### src/sv/ogcm_queue.sv
// ----------------------------------------------------------------------------
// ogcm_queue
// two-entry fifo between the classifying front and the grid store back end
// ----------------------------------------------------------------------------
module ogcm_queue #(
	parameter int unsigned W = 8
) (
	input  logic         clk,
	input  logic         arst_n,
	input  logic         push,
	input  logic [W-1:0] push_data,
	input  logic         pop,
	output logic [W-1:0] head,
	output logic         full,
	output logic         empty
);

	logic [W-1:0] slot_q [2];
	logic         wr_ptr_q;
	logic         rd_ptr_q;
	logic [1:0]   count_q;

	assign full  = (count_q == 2'd2);
	assign empty = (count_q == 2'd0);
	assign head  = slot_q[rd_ptr_q];

	always_ff @(posedge clk) begin
		if (push) begin
			slot_q[wr_ptr_q] <= push_data;
		end
	end

	always_ff @(posedge clk or negedge arst_n) begin
		if (!arst_n) begin
			wr_ptr_q <= 1'b0;
			rd_ptr_q <= 1'b0;
			count_q  <= 2'd0;
		end else begin
			if (push) begin
				wr_ptr_q <= ~wr_ptr_q;
			end
			if (pop) begin
				rd_ptr_q <= ~rd_ptr_q;
			end
			case ({push, pop})
				2'b10:   count_q <= count_q + 2'd1;
				2'b01:   count_q <= count_q - 2'd1;
				default: count_q <= count_q;
			endcase
		end
	end

endmodule

### config.mk
export PLATFORM = sky130hd
export DESIGN_NAME = ogcm_queue
export DESIGN_NICKNAME = d
export VERILOG_FILES = /design/src/sv/ogcm_queue.sv
export SDC_FILE = /design/constraint.sdc
export NUM_CORES = 1
export LEC_CHECK = 0
export BUFFER_PORTS_ARGS = -buffer_cell sky130_fd_sc_hd__buf_2
export CAP_MARGIN = 0
export CELL_PAD_IN_SITES_DETAIL_PLACEMENT = 1
export CELL_PAD_IN_SITES_GLOBAL_PLACEMENT = 2
export CORE_ASPECT_RATIO = 0.9
export CORE_MARGIN = 8
export CORE_UTILIZATION = 34
export DETAILED_ROUTE_END_ITERATION = 8
export PLACE_DENSITY_LB_ADDON = 0.1
export SLEW_MARGIN = 20
export SYNTH_ARGS = -nofsm -noshare
export SYNTH_HDL_FRONTEND = slang
export SYNTH_SLANG_ARGS = --single-unit
### constraint.sdc
create_clock -name clk -period 1.35 [get_ports clk]
set_input_delay 0 -clock clk [delete_from_list [all_inputs] [get_ports clk]]
set_output_delay 0 -clock clk [all_outputs]
set_load 0.005 [all_outputs]
==> results of run 1 <==
## what timing repair did
item / CTS / global route
hold endpoints to repair: 22 / 0
hold buffers: 11 / 0
resized for setup: 1 / 0
endpoints found under the setup margin: 8 / 0
## area by class of cell
class / instances / area, sq um / share of cell area (%)
flip-flops and latches: 20 / 581.8 / 55.49
repair buffers: 34 / 230.2 / 21.96
multi-input cells: 19 / 172.7 / 16.47
well taps: 27 / 33.78 / 3.222
clock buffers: 4 / 26.28 / 2.506
inverters: 1 / 3.754 / 0.3580
## power by group through the flow
stage | clock network [mW] | logic, mW | registers, mW
2_1_floorplan | 0 | 0.336 | 0.902
3_3_place_gp | 0 | 0.488 | 0.967
3_5_place_dp | 0 | 0.495 | 0.971
4_1_cts | 0.287 | 0.525 | 0.962
5_1_grt | 0.302 | 0.569 | 0.977
6_report | 0.270 | 0.506 | 0.955
## critical path, delay by kind of cell (launching register included)
family                 cells  cell delay (ns)
flip-flops                 1             0.50
buffers and inverters      1             0.13
multiplexers               1             0.36
## flip-flops by register name, indices dropped and copies added, names as in the netlist
name,cells
rd_ptr_q,1
slot_q,16
count_q,2
wr_ptr_q,1
## through the flow
step	instance area (sq um)	std cells	utilization, %
6_report	1049	105	48.95
5_1_grt	1049	105	48.95
4_1_cts	1049	105	48.95
3_5_place_dp	910.9	90	42.52
3_3_place_gp	910.9	90	42.52
2_1_floorplan	762.0	41	-
## cell usage in the layout (no fill, tap or decap), drive strengths merged
cell type | synthesis | routed
and2b | 1 | 1
ha | 1 | 1
xnor2 | 2 | 2
xor2 | 3 | 3
dfrtp | 4 | 4
buf | 1 | 23
and2 | 1 | 1
dlygate4sd3 | 0 | 11
clkbuf | 0 | 4
edfxtp | 16 | 16
inv | 1 | 1
mux2 | 8 | 8
nor2 | 3 | 3
## cell families after synthesis
logic type    after synthesis  synth area share (%)
simple gates                5                 3.449
flops                      20                 76.19
fa+ha+maj                   1                 1.642
xor+xnor                    5                 5.748
mux                         8                 11.82
buf+inv                     2                 1.148
## metal layers
metal  wire, um  up-vias  global-route usage, %
li1           -      224                      -
met3        108        0                  3.137
met2        601       13                  11.25
met5          0        -                      0
met4          0        0                  1.863
met1        544      196                  7.533
## how the worst min path moves through the flow
stage / startpoint / endpoint / cells past startpoint
global placement: arst_n / count_q[1]$_DFFE_PN0P_ / 1
finish: arst_n / wr_ptr_q$_DFFE_PN0P_ / 2
global route: arst_n / wr_ptr_q$_DFFE_PN0P_ / 2
floorplan: arst_n / count_q[0]$_DFFE_PN0P_ / 0
detailed placement: arst_n / count_q[0]$_DFFE_PN0P_ / 1
CTS: arst_n / wr_ptr_q$_DFFE_PN0P_ / 2
==> results.sh, run 1 <==
export IMPL_worstMarginPinSlew_ns=0.3999
export IMPL_syn_inst=41
export IMPL_p_total_mw=1.732
export IMPL_syn_num_nets=54
export IMPL_place_ws_ns=0.2422
export IMPL_rr_startpoint="wr_ptr_q$_DFFE_PN0P_"
export IMPL_drive_gt1_share_pct=46.15
export IMPL_start_util_pct=35.57
export IMPL_comb_power_share_pct=29.2
export IMPL_worst_slack_ns=0.08330
export IMPL_yosysTopAreaCell="edfxtp_1"
export IMPL_swShare_pct=26.77
export IMPL_synth_top_area_share_pct=63.05
export IMPL_post_cts_buffers=0
export IMPL_cp_max_fo=9
export IMPL_numCtsBuffers=3
export IMPL_p_per_area_mw_per_mm2=1652
export IMPL_diodes=0
export IMPL_synth_edf_count=16
export IMPL_synth_common_cells="edfxtp_1, mux2_2, dfrtp_1"
export IMPL_seq_power_share_pct=55.2
export IMPL_reg2reg_depth=1
export IMPL_cts_root_buf="clkbuf_4"
export IMPL_required_ns=1.35
export IMPL_cp_arrival_ns=1.27
export IMPL_async_flop_share_pct=20.00
export IMPL_critPathLaunch="rd_ptr_q$_DFFE_PN0P_"
export IMPL_syn_avg_cell_area_sq_um=18.58
export IMPL_cp_slowest_cell="dfrtp_2"
export IMPL_synth_distinct_cells=11
export IMPL_detail_route_vias_per_cell=4.124
export IMPL_grt_total_usage_pct=6.724
export IMPL_clockBufferDepth=2
export IMPL_overflow=0
export IMPL_finalSetupViolCount=0
export IMPL_power_leakage_nw=0.4267
export IMPL_nets=92
export IMPL_place_gp_congestion=0.6459
export IMPL_syn_to_final_growth_pct=37.60
export IMPL_max_vdd_ir_drop_uv=964.6
export IMPL_io_buffers=21
export IMPL_h_tree_depth=1
export IMPL_fin_tns_setup_ns=0
export IMPL_maxSlewHeadroom_pct=73.34
export IMPL_switchingPower_uw=463.6
export IMPL_endpoint_kind="output port"
export IMPL_cts_tree="built"
export IMPL_status="completed"
export IMPL_rrSetupSlack_ns=0.25
export IMPL_crit_path_start_kind="flop"
export IMPL_core_area_sq_mm=0.002142
export IMPL_synth_seq_cells=20
export IMPL_hold_slack_ns=0.03436
export IMPL_rows=16
export IMPL_worstSetupPathType="flop to output port"
export IMPL_clk_pin_slew_worst_paths_ns=0.10
export IMPL_die_x_um=65.90
export IMPL_vias=433
export IMPL_wl_um=1254
export IMPL_grt_max_degree=12
export IMPL_clkPwrFrac_pct=15.6
export IMPL_crit_chain="mux2_2 -> buf_2"
export IMPL_final_max_slew_violation_count=0
export IMPL_ys_seq_area_share_pct=76.19
export IMPL_synth_area_sq_um=762.0
export IMPL_grt_pass1_wl_um=2035
export IMPL_max_freq_mhz=789.5
export IMPL_route_detailed_drc=0
export IMPL_cp_endpoint="head[1]"
export IMPL_period_needed_ns=1.267
export IMPL_io_pins=22
export IMPL_dr_first_iter_drc_count=7
export IMPL_dieArea_sq_mm=0.004014
export IMPL_min_period_over_period_pct=93.83
export IMPL_synthFlopType="edfxtp_1"
export IMPL_synth_area_top_cells="edfxtp_1, dfrtp_1, mux2_2"
export IMPL_die_y_um=60.91
export IMPL_clock_skew_ns=0.006543
export IMPL_ys_warnings_count=0
export IMPL_hpwl_um=911.6
export IMPL_hold_path_class="input port to asynchronous set/reset pin"
export IMPL_reg2reg_to="slot_q[1][3]$_DFFE_PP_"
export IMPL_slowest_delay_ns=0.50
export IMPL_rsz0062_at_grt="no"
export IMPL_ant_nets=0
export IMPL_hold_violations=0
export IMPL_grt_pass1_vias=463
export IMPL_yosysMostFrequentCell="edfxtp_1"
export IMPL_intPower_mw=1.268
export IMPL_drt_pass1_iter_count=4
export IMPL_fillCellCount=219
export IMPL_cts_sinks=20
export IMPL_worstSkewPairLatency_ns=0.28
export IMPL_antenna_found_initial=0
export IMPL_wl_per_cell_um=11.94
export IMPL_max_cap_violations=0
Note: power is estimated with default switching activity, not from simulation.
==> inputs of run 2 (changes only) <==
Settings changed: RECOVER_POWER from default to 50.
==> run 2 against run 1 <==
  * Worst hold slack better by 0.035 ns
  * Flip-flop and latch count is the same
  * Die area did not move
  * Clock skew decreased by 0.00090 ns
  * Utilization is 0.53 points lower
  * Highest routed layer unchanged
  * Clock power about the same
  * Global-route usage unchanged
==> results.sh, run 2 (synthesis gave the netlist of run 1 again) <==
export IMPL_maxSlewHeadroom_pct=73.15
export IMPL_max_freq_mhz=787.1
export IMPL_max_cap_violations=0
export IMPL_worstMarginPinSlew_ns=0.4028
export IMPL_crit_chain="mux2_2 -> buf_2"
export IMPL_drt_pass1_iter_count=4
export IMPL_hold_path_class="input port to asynchronous set/reset pin"
export IMPL_dieArea_sq_mm=0.004014
export IMPL_detail_route_vias_per_cell=4.152
export IMPL_dp_cells=90
export IMPL_power_leakage_nw=0.4054
export IMPL_io_buffers=21
export IMPL_layout_commonest_cell="edfxtp_1"
export IMPL_biggestRegsByFlops="slot_q (16), count_q (2)"
export IMPL_place_ws_ns=0.2422
export IMPL_crit_path_start_kind="flop"
export IMPL_rows=16
export IMPL_period_needed_ns=1.270
export IMPL_worstSkewPairLatency_ns=0.28
export IMPL_endpoint_kind="output port"
export IMPL_required_ns=1.35
export IMPL_cts_root_buf="clkbuf_4"
export IMPL_core_area_sq_mm=0.002142
export IMPL_slowest_delay_ns=0.50
export IMPL_antenna_found_initial=0
export IMPL_cp_top_family="flip-flops"
export IMPL_worst_slack_ns=0.07959
export IMPL_overflow=0
export IMPL_cts_sinks=20
export IMPL_wl_per_cell_um=11.88
export IMPL_rsz0062_at_grt="no"
export IMPL_place_gp_congestion=0.6459
export IMPL_status="completed"
export IMPL_cp_arrival_ns=1.27
export IMPL_route_detailed_drc=0
export IMPL_grt_pass1_vias=463
export IMPL_io_pins=22
export IMPL_drive_gt1_share_pct=37.18
export IMPL_clockBufferDepth=2
export IMPL_syn_to_final_growth_pct=36.12
export IMPL_clk_pin_slew_worst_paths_ns=0.10
export IMPL_fin_tns_setup_ns=0
export IMPL_grt_max_degree=12
export IMPL_cp_max_fo=9
export IMPL_p_per_area_mw_per_mm2=1660
export IMPL_wl_um=1247
export IMPL_largest_register="slot_q"
export IMPL_die_y_um=60.91
export IMPL_final_area_sq_mm=0.001037
export IMPL_final_max_slew_violation_count=0
export IMPL_fin_cells=105
export IMPL_mostFrequentLayoutCells="edfxtp_1, buf_2, dlygate4sd3_1"
export IMPL_cts_tree="built"
export IMPL_hpwl_um=911.6
export IMPL_clock_skew_ns=0.005639
export IMPL_grt_pass1_wl_um=2035
export IMPL_start_util_pct=35.57
export IMPL_die_x_um=65.90
export IMPL_min_period_over_period_pct=94.10
export IMPL_nets=92
export IMPL_hold_violations=0
export IMPL_ant_nets=0
export IMPL_dpl_instance_area_sq_um=910.9
export IMPL_dr_first_iter_drc_count=4
export IMPL_vias=436
export IMPL_grt_total_usage_pct=6.724
export IMPL_h_tree_depth=1
export IMPL_finalSetupViolCount=0
export IMPL_worstSetupPathType="flop to output port"
export IMPL_numCtsBuffers=3
export IMPL_hold_slack_ns=0.06954
export IMPL_diodes=0
export IMPL_crit_buf_inv=1
export IMPL_largest_reg_flops=16
export IMPL_cp_slowest_cell="dfrtp_2"
export IMPL_max_vdd_ir_drop_uv=963.0
[run 2: changes by cell type in the layout (fill, tap and decap cells not counted)]
cell	previous run	this run
clkbuf_1	1	8
buf_2	21	15
buf_4	2	1
[run 2: what timing repair did]
item	in CTS	in global routing
setup buffers	0	0
endpoints found under the setup margin	8	0
hold buffers	11	0
resized for setup	1	0
hold endpoints to repair	22	0
[run 2: area by class of cell]
type / instances / area (sq um)
well taps: 27 / 33.78
repair buffers: 34 / 219.0
clock buffers: 4 / 26.28
flip-flops and latches: 20 / 581.8
fillers: 224 / 1105
inverters: 1 / 3.754
multi-input cells: 19 / 172.7
[run 2: worst paths after layout]
path                       cells past startpoint  slack [ns]                      to                  from
setup / recovery                               2        0.08                 head[1]  rd_ptr_q$_DFFE_PN0P_
hold / removal                                 2        0.07    wr_ptr_q$_DFFE_PN0P_                arst_n
setup reg to reg                               1        0.25  slot_q[1][3]$_DFFE_PP_  wr_ptr_q$_DFFE_PN0P_
hold reg to reg                                1        0.49    wr_ptr_q$_DFFE_PN0P_  wr_ptr_q$_DFFE_PN0P_
max in group asynchronous                      2        1.06    rd_ptr_q$_DFFE_PN0P_                arst_n
min in group clk                               3        0.44    rd_ptr_q$_DFFE_PN0P_                   pop
[run 2: through the flow]
step | power [mW] | utilization [%]
after floorplan | 1.237 | -
after global placement | 1.455 | 42.52
after detailed placement | 1.467 | 42.52
after CTS | 1.774 | 48.95
after global routing | 1.834 | 48.42
final | 1.721 | 48.42
[run 2: report_power, final]
| group | switching [mW] | internal (mW) | leakage (nW) |
|---|---|---|---|
| clock network | 0.157 | 0.115 | 0.0150 |
| registers | 0.115 | 0.841 | 0.196 |
| logic | 0.194 | 0.300 | 0.195 |
[run 2: routing by layer]
metal,track usage (%),vias up,share of wire (%)
li1,-,223,-
met4,1.863,0,0
met2,11.25,13,49
met1,7.533,200,42
met3,3.137,0,8.7
met5,0,-,0
==> inputs of run 3 (changes only) <==
Settings changed: REMOVE_ABC_BUFFERS from default to 1.
==> run 3 against run 2 <==
  * Sequential share of layout area is 1.5 points lower
  * Fmax is 0.55% lower
  * Highest routed layer unchanged
  * Clock power is 74% higher
  * Critical path type unchanged
  * Critical path depth stayed put
  * Critical endpoint is now head[3]
  * Largest power group unchanged
==> results.sh, run 3 (synthesis gave the netlist of run 1 again) <==
export IMPL_status="completed"
export IMPL_cp_arrival_ns=1.28
export IMPL_period_needed_ns=1.277
export IMPL_grt_pass1_wl_um=1904
export IMPL_h_tree_depth=1
export IMPL_cts_sinks=20
export IMPL_start_util_pct=35.57
export IMPL_worstSkewPairLatency_ns=0.29
export IMPL_final_max_slew_violation_count=0
export IMPL_drive_gt1_share_pct=38.46
export IMPL_max_freq_mhz=782.8
export IMPL_cp_slowest_cell="dfrtp_2"
export IMPL_utilization_pct=49.77
export IMPL_vias=438
export IMPL_cp_max_fo=9
export IMPL_biggestRegsByFlops="slot_q (16), count_q (2)"
export IMPL_clk_pin_slew_worst_paths_ns=0.11
export IMPL_post_cts_buffers=0
export IMPL_io_pins=22
export IMPL_clock_skew_ns=0.002415
export IMPL_p_per_area_mw_per_mm2=1803
export IMPL_die_y_um=60.91
export IMPL_dieArea_sq_mm=0.004014
export IMPL_worstSetupPathType="flop to output port"
export IMPL_die_x_um=65.90
export IMPL_clockBufferDepth=2
export IMPL_reg2reg_depth=1
export IMPL_max_vdd_ir_drop_uv=763.0
export IMPL_worstMarginPinSlew_ns=0.3860
export IMPL_numCtsBuffers=3
export IMPL_slowest_delay_ns=0.50
export IMPL_wl_um=1205
export IMPL_antenna_found_initial=0
export IMPL_layout_commonest_cell="edfxtp_1"
export IMPL_hold_violations=0
export IMPL_max_cap_violations=0
export IMPL_ant_nets=0
export IMPL_grt_pass1_vias=435
export IMPL_diodes=0
export IMPL_rsz0062_at_grt="no"
export IMPL_grt_max_degree=13
export IMPL_syn_to_final_growth_pct=39.90
export IMPL_rows=16
export IMPL_endpoint_kind="output port"
export IMPL_cts_root_buf="clkbuf_4"
export IMPL_largest_register="slot_q"
export IMPL_largest_reg_flops=16
export IMPL_fin_tns_setup_ns=0
export IMPL_wl_per_cell_um=11.48
export IMPL_min_period_over_period_pct=94.63
export IMPL_worst_path_stages=2
export IMPL_maxSlewHeadroom_pct=74.27
export IMPL_dr_first_iter_drc_count=5
export IMPL_io_buffers=21
export IMPL_required_ns=1.35
export IMPL_cts_tree="built"
export IMPL_crit_path_start_kind="flop"
export IMPL_crit_chain="mux2_2 -> buf_2"
export IMPL_finalSetupViolCount=0
export IMPL_core_area_sq_mm=0.002142
export IMPL_hold_slack_ns=0.05344
export IMPL_detail_route_vias_per_cell=4.171
export IMPL_nets=92
export IMPL_drt_pass1_iter_count=3
export IMPL_hold_path_class="input port to asynchronous set/reset pin"
export IMPL_grt_total_usage_pct=6.250
export IMPL_crit_buf_inv=1
export IMPL_route_detailed_drc=0
export IMPL_hpwl_um=926.6
export IMPL_place_gp_congestion=0.6288
export IMPL_power_leakage_nw=0.4203
export IMPL_overflow=0
export IMPL_mostFrequentLayoutCells="edfxtp_1, buf_2, dlygate4sd3_1"
export IMPL_cp_top_family="flip-flops"
[run 3: changes by cell type in the layout (fill, tap and decap cells not counted)]
cell and change:
bufinv_16 +1, clkbuf_1 -1, buf_2 -1, buf_4 +1
[run 3: power breakdown]
part           switching (mW)  total, mW  internal [mW]
Sequential              0.111      0.952          0.841
Clock                   0.172      0.472          0.300
Combinational           0.188      0.498          0.310
[run 3: area by class of cell]
type                    count  area (sq um)
repair buffers             34         221.5
fillers                   217          1076
clock buffers               3         22.52
well taps                  27         33.78
multi-input cells          19         172.7
clock inverters             1         30.03
inverters                   1         3.754
flip-flops and latches     20         581.8
[run 3: repair_timing]
item / in CTS / in global routing
endpoints found under the hold margin: 22 / 0
resized for setup: 1 / 0
hold buffers: 11 / 0
endpoints found under the setup margin: 8 / 0
[run 3: per-layer routing]
metal	track usage, %	routed length (um)	share of wire (%)	up-vias
met5	0	0	0	-
met4	1.863	0	0	0
met3	2.952	101	8.4	0
met2	10.00	599	50	11
met1	7.291	503	42	207
li1	-	-	-	220
[run 3: worst paths after layout]
check	startpoint	end	slack [ns]
hold reg to reg	wr_ptr_q$_DFFE_PN0P_	wr_ptr_q$_DFFE_PN0P_	0.49
max in group asynchronous	arst_n	rd_ptr_q$_DFFE_PN0P_	1.09
hold / removal	arst_n	count_q[1]$_DFFE_PN0P_	0.05
min in group clk	pop	rd_ptr_q$_DFFE_PN0P_	0.42
setup / recovery	rd_ptr_q$_DFFE_PN0P_	head[3]	0.07
setup reg to reg	wr_ptr_q$_DFFE_PN0P_	slot_q[1][0]$_DFFE_PP_	0.26
[run 3: stage by stage]
step / worst slack, ns / cells / power, mW / instance area, sq um
after global routing: 0.006686 / 105 / 2.034 / 1066
final: 0.07251 / 105 / 1.922 / 1066
after floorplan: 0.2120 / 40 / 1.225 / 757.0
after detailed placement: 0.2401 / 90 / 1.459 / 910.9
after CTS: 0.03953 / 105 / 1.962 / 1075
after global placement: 0.2503 / 90 / 1.457 / 910.9
